### src/sv/vppu_pkg.sv
// Package for the vertex perspective projection unit.
// Holds shared types, codes, the divider latency and the 32-bit saturation helper.
// No dependencies.
`default_nettype none

package vppu_pkg;

  typedef logic signed [31:0] word_t;

  // Input item kinds
  typedef enum logic {
    OP_LOAD    = 1'b0,
    OP_PROJECT = 1'b1
  } op_t;

  // Configuration register indexes
  typedef enum logic [1:0] {
    REG_VP_X      = 2'd0,
    REG_VP_Y      = 2'd1,
    REG_VP_WIDTH  = 2'd2,
    REG_VP_HEIGHT = 2'd3
  } cfg_reg_t;

  localparam logic [14:0] VP_WIDTH_RST  = 15'd1024;
  localparam logic [14:0] VP_HEIGHT_RST = 15'd768;

  // Clip w below 0.0001: w * 10000 < 1.0
  localparam logic signed [45:0] W_TEST_SCALE = 46'sd10000;

  // Divider: one prep stage, one stage per quotient bit, one finish stage
  localparam int DIV_LAT = 34;

  // Clamp a wide signed value into 32 bits
  function automatic word_t sat32(input logic signed [65:0] v);
    word_t res;
    if (v > 66'sd2147483647) begin
      res = 32'sh7fffffff;
    end else if (v < -66'sd2147483648) begin
      res = 32'sh80000000;
    end else begin
      res = v[31:0];
    end
    return res;
  endfunction

endpackage

`default_nettype wire

### src/sv/vppu_window.sv
// Viewport mapping, depth test, y flip and output register, two stages.
// Depends on vppu_pkg (word_t, sat32).
`default_nettype none

module vppu_window #(
  parameter int FRAC_BITS = 16
) (
  input  logic            clk,
  input  logic            en,
  input  vppu_pkg::word_t nx,
  input  vppu_pkg::word_t ny,
  input  vppu_pkg::word_t nz,
  input  logic            wfail,
  input  logic [15:0]     vp_x,
  input  logic [15:0]     vp_y,
  input  logic [14:0]     vp_w,
  input  logic [14:0]     vp_h,
  output logic            visible,
  output vppu_pkg::word_t screen_x,
  output vppu_pkg::word_t screen_y,
  output logic [16:0]     depth
);
  import vppu_pkg::*;

  logic signed [33:0] one34;
  logic signed [33:0] ox, oy, wz;
  logic signed [15:0] sw, sh;
  logic signed [51:0] sum_x, sum_y;
  logic               z_ok;

  word_t       a_wx, a_wy;
  logic        a_vis;
  logic [16:0] a_wz;

  logic signed [41:0] h42, wy42, sy42;

  // Stage a: origin*2*one + (one + ndc) * size, halved with floor
  always_comb begin
    one34 = 34'sd1 <<< FRAC_BITS;
    ox    = one34 + 34'(nx);
    oy    = one34 + 34'(ny);
    sw    = {1'b0, vp_w};
    sh    = {1'b0, vp_h};
    // operands widened first so the product keeps all 49 bits
    sum_x = (52'($signed(vp_x)) <<< (FRAC_BITS + 1)) + (52'(ox) * 52'(sw));
    sum_y = (52'($signed(vp_y)) <<< (FRAC_BITS + 1)) + (52'(oy) * 52'(sh));
    wz    = (one34 + 34'(nz)) >>> 1;
    z_ok  = !wz[33] && (wz <= one34);
  end

  always_ff @(posedge clk) begin
    if (en) begin
      a_wx  <= sat32(66'(sum_x >>> 1));
      a_wy  <= sat32(66'(sum_y >>> 1));
      a_vis <= !wfail && z_ok;
      a_wz  <= wz[16:0];
    end
  end

  // Stage b: flip y against the height, zero rejected points
  always_comb begin
    h42  = {27'd0, vp_h};
    wy42 = 42'(a_wy);
    sy42 = (h42 <<< FRAC_BITS) - wy42;
  end

  always_ff @(posedge clk) begin
    if (en) begin
      visible  <= a_vis;
      screen_x <= a_vis ? a_wx : '0;
      screen_y <= a_vis ? sat32(66'(sy42)) : '0;
      depth    <= a_vis ? a_wz : '0;
    end
  end

endmodule

`default_nettype wire

### config.mk
export PLATFORM = sky130hd
export DESIGN_NAME = vppu_window
export DESIGN_NICKNAME = d
export VERILOG_FILES = /design/src/sv/vppu_pkg.sv /design/src/sv/vppu_window.sv
export SDC_FILE = /design/constraint.sdc
export NUM_CORES = 2
export LEC_CHECK = 0
export BUFFER_PORTS_ARGS = -buffer_cell sky130_fd_sc_hd__buf_2
export CAP_MARGIN = 0
export CORE_ASPECT_RATIO = 1.5
export CORE_MARGIN = 2
export CORE_UTILIZATION = 50
export DETAILED_ROUTE_END_ITERATION = 10
export PLACE_DENSITY = 0.67
export SLEW_MARGIN = 5
export SYNTH_ARGS = -nofsm -noshare
export SYNTH_HDL_FRONTEND = slang
export SYNTH_SLANG_ARGS = --single-unit
### constraint.sdc
create_clock -name clk -period 13.4 [get_ports clk]
set_clock_uncertainty 0.15 [all_clocks]
set_input_delay 3.35 -clock clk [delete_from_list [all_inputs] [get_ports clk]]
set_output_delay 3.35 -clock clk [all_outputs]
set_load 0.01 [all_outputs]
==> summary.txt <==
Timing
  – Final Hold Viols: 0
  – Setup violations, final: 0
  – TNS Setup: 0 ps
  – Max_slew headroom: 0.301
  – Fmax: between 0.07 and 0.08 GHz
  – Worst slew pin tran: 1050 ps
  – Fin crit share: 0.935
  – Max Slew Vio Count: 0
  – RSZ-0062 raised after global routing: no
  – Tmin final: ~13000 ps

Clock tree
  – Max clock buf depth: 2
  – Post-CTS Setup Bufs: 0
  – CTS tree: yes
  – CTS sink count: 164
  – Num CTS Buffers: 17
  – Post-CTS Hold Buffers: 0
  – Clock Latency Late Sink: 440 ps
  – CTS clock-pin slew for the worst setup and hold paths: 80 ps
  – Clock root cell: clkbuf_16
  – CTS H-tree lvls: 4
  – Post-CTS Resized: 0

Worst setup path
  – Crit path launch type: input pin
  – Critical path's most frequent cell: fa_1
  – Slowest CP cell: fa_1
  – Flop2flop setup slack: 9170 ps
  – Critical R2R Capture: screen_y[16]$_SDFFCE_PN0P_
  – Peak per-stage delay on the critical path: about 630 ps
  – Worst-path fanout max: 31
  – Crit Path Class: input pin to flop
  – CP endpoint kind: flop
  – R2r worst-path depth: 12
  – Critical R2R Launch: a_wy[1]$_SDFFCE_PN1P_
  – Critical Path RT: 13430 ps
  – Arrival @ worst endpoint: 12560 ps

Global route
  – Aggregate global-route resource usage: 0.265
  – Vias in the first global route: 37481
  – First-pass GRT wire length: 195 mm
  – Initial antenna violation count: 4
  – Largest net degree at the start of global routing: 118
  – Remaining global-route overflow: 0

Drt
  – Wire length per cell: 18.7 um
  – DRT iter0 DRCs: around 1600
  – DRC: 0
  – Drt pass-1 iters: 5
  – Final wirelength: 117 mm
  – Drt via density: about 5.3
  – Routed Antenna Nets: 0
  – Via Count: 33373

Flow run
  – Max-Cap Viols: 0

Floorplan
  – Die area: 0.0934 mm2
  – Die outline width: ~250 um
  – Core Region: between 0.09 and 0.1 mm2
  – Initial Util: 0.504
  – Die height: around 370 um
  – # IOs: 243
  – Row Count: 135

Synthesis
  – Top cells by area, synth: fa_1 (43%), edfxtp_1 (11%), inv_1 (11%), ha_1 (7.7%), and2_1 (7.3%)
  – Yosys cell types: 81
  – Mean Syn Cell Area: 9.10 um2
  – Seq cells post-synth: 164
  – Post-synth EDFFs: 164
  – Mapped cell area: ~0.045 mm2
  – Yosys top cell by area: fa_1
  – Synth warn: 0
  – Syn Inst Count: roughly 5000
  – Sequential-to-total area share from yosys stat: 0.108
  – Dominant synthesized flop cell: edfxtp_1
  – Fraction of registers with async set/reset: 0
  – Most numerous cell in the Yosys netlist: inv_1
  – Top cell type's share of synthesized area: 0.432
  – Post-synth top cells: inv_1 (1303), fa_1 (980), nand2_1 (614), and2_1 (530), ha_1 (281)
  – Syn Nets: roughly 6400

Place
  – Dpl hpwl: 96.3 mm
  – IO Port Bufs: approximately 240
  – Placer congestion estimate: about 0.93

Hold path
  – Worst Hold Endpoint: depth[9]$_SDFFCE_PN0P_
  – Hold Crit Depth: 1
  – Hold_sp: a_wz[9]$_DFFE_PP_
  – HP Class: flop to flop

Cells and area
  – Area of the multi-input gates: 0.0348 mm2
  – Area Growth Syn to Fin: 6.19%
  – Final nets: 6511
  – Sequential Area: 0.00492 mm2
  – Share of post-route cells with drive strength above 1: 0.0694
  – Fillcell total: 8452

Status
  – Outcome: finished clean
## worst max-delay path, delay by kind of cell
kind,cells,cell delay (ps)
xor gates and xnor gates,1,190
adders and majority gates,8,4040
and+or+nand+nor,8,2300
buffers and inverters,7,1300
AOI/OAI and AO/OA,5,1340
## placed cells by master, fill, tap and decap left out, types with 5 or more instances in the layout
| cell type | count |
|---|---|
| o31ai_1 | 6 |
| a221oi_1 | 7 |
| nor3_1 | 28 |
| nand3b_1 | 5 |
| a41oi_1 | 6 |
| o22ai_1 | 5 |
| edfxtp_1 | 164 |
| a21o_1 | 55 |
| a31oi_1 | 13 |
| o21ai_0 | 74 |
| a21oi_1 | 144 |
| nand3_1 | 36 |
| and2_1 | 530 |
| o21a_1 | 25 |
| inv_1 | 1303 |
| nor4_1 | 14 |
| xor2_1 | 48 |
| o211ai_1 | 7 |
| fa_1 | 980 |
| nand2b_1 | 32 |
| or4_1 | 7 |
| a211oi_1 | 6 |
| o21ai_2 | 6 |
| o21bai_1 | 13 |
| nor2_1 | 72 |
| o21ai_1 | 24 |
| a31o_2 | 6 |
| ha_1 | 281 |
| clkbuf_16 | 17 |
| nor2b_1 | 20 |
| buf_2 | 240 |
| nand2_1 | 614 |
| inv_8 | 6 |
| xnor2_1 | 100 |
| a21boi_0 | 9 |
| buf_4 | 42 |
| nand4_1 | 28 |
| or3_1 | 8 |
| and3_1 | 30 |
## state kept, by name (all words and copies together) (netlist names)
signal,cells
a_wz,17
visible,1
screen_x,32
a_wy,32
depth,17
screen_y,32
a_wx,32
a_vis,1
## logic make-up after synthesis
| logic type | synth area share |
|---|---|
| and+or+nand+nor | 0.161 |
| DFF | 0.108 |
| buffers and inverters | 0.126 |
| muxes | 0.00138 |
| xor gates and xnor gates | 0.0285 |
| adders and majority gates | 0.509 |
| AOI/OAI and AO/OA | 0.0661 |
## metrics by stage
step | worst slack (ps) | instance area, um2 | hold WS (ps) | utilization | instances
after floorplan | 1780 | 45400 | 274 | - | 4995
after global placement | 450 | 47600 | 355 | 0.528 | 6234
after detailed placement | 379 | 47600 | 360 | 0.528 | 6234
after CTS | 832 | 48200 | 376 | 0.535 | 6266
after global routing | 370 | 48300 | 386 | 0.535 | 6267
final | 868 | 48300 | 374 | 0.535 | 6268
## per-layer routing
metal  track usage  vias to the layer above  wire, um  share of wire
met3        0.0240                      318      4610          0.039
met4         0.125                        2      6040          0.051
li1              -                    15048         -              -
met1         0.274                    17088     39900           0.34
met2         0.526                      917     66700           0.57
met5             0                        -        14        0.00012
## how the worst max path moves through the flow
stage / end / slack (ps) / depth (start not counted) / startpoint
floorplan: a_wy[1]$_SDFFCE_PN1P_ / 1780 / 29 / ny[16]
global placement: a_wy[0]$_SDFFCE_PN1P_ / 450 / 29 / ny[16]
detailed placement: a_wy[1]$_SDFFCE_PN1P_ / 380 / 29 / ny[16]
CTS: a_wy[1]$_SDFFCE_PN1P_ / 830 / 30 / ny[16]
global route: a_wy[1]$_SDFFCE_PN1P_ / 370 / 29 / ny[16]
finish: a_wy[1]$_SDFFCE_PN1P_ / 870 / 29 / ny[16]
## final cells by class
type | instances | area share
Clock inverter | 15 | 0.00363
Inverter | 1303 | 0.101
Tap cell | 1164 | 0.0302
Antenna cell | 2 | 0.000104
Multi-Input combinational cell | 3319 | 0.722
Sequential cell | 164 | 0.102
Clock buffer | 17 | 0.00882
Timing Repair Buffer | 284 | 0.0321
Power is not shown: default switching activity piles up to over one toggle a cycle in this logic, so the estimate is an artifact.
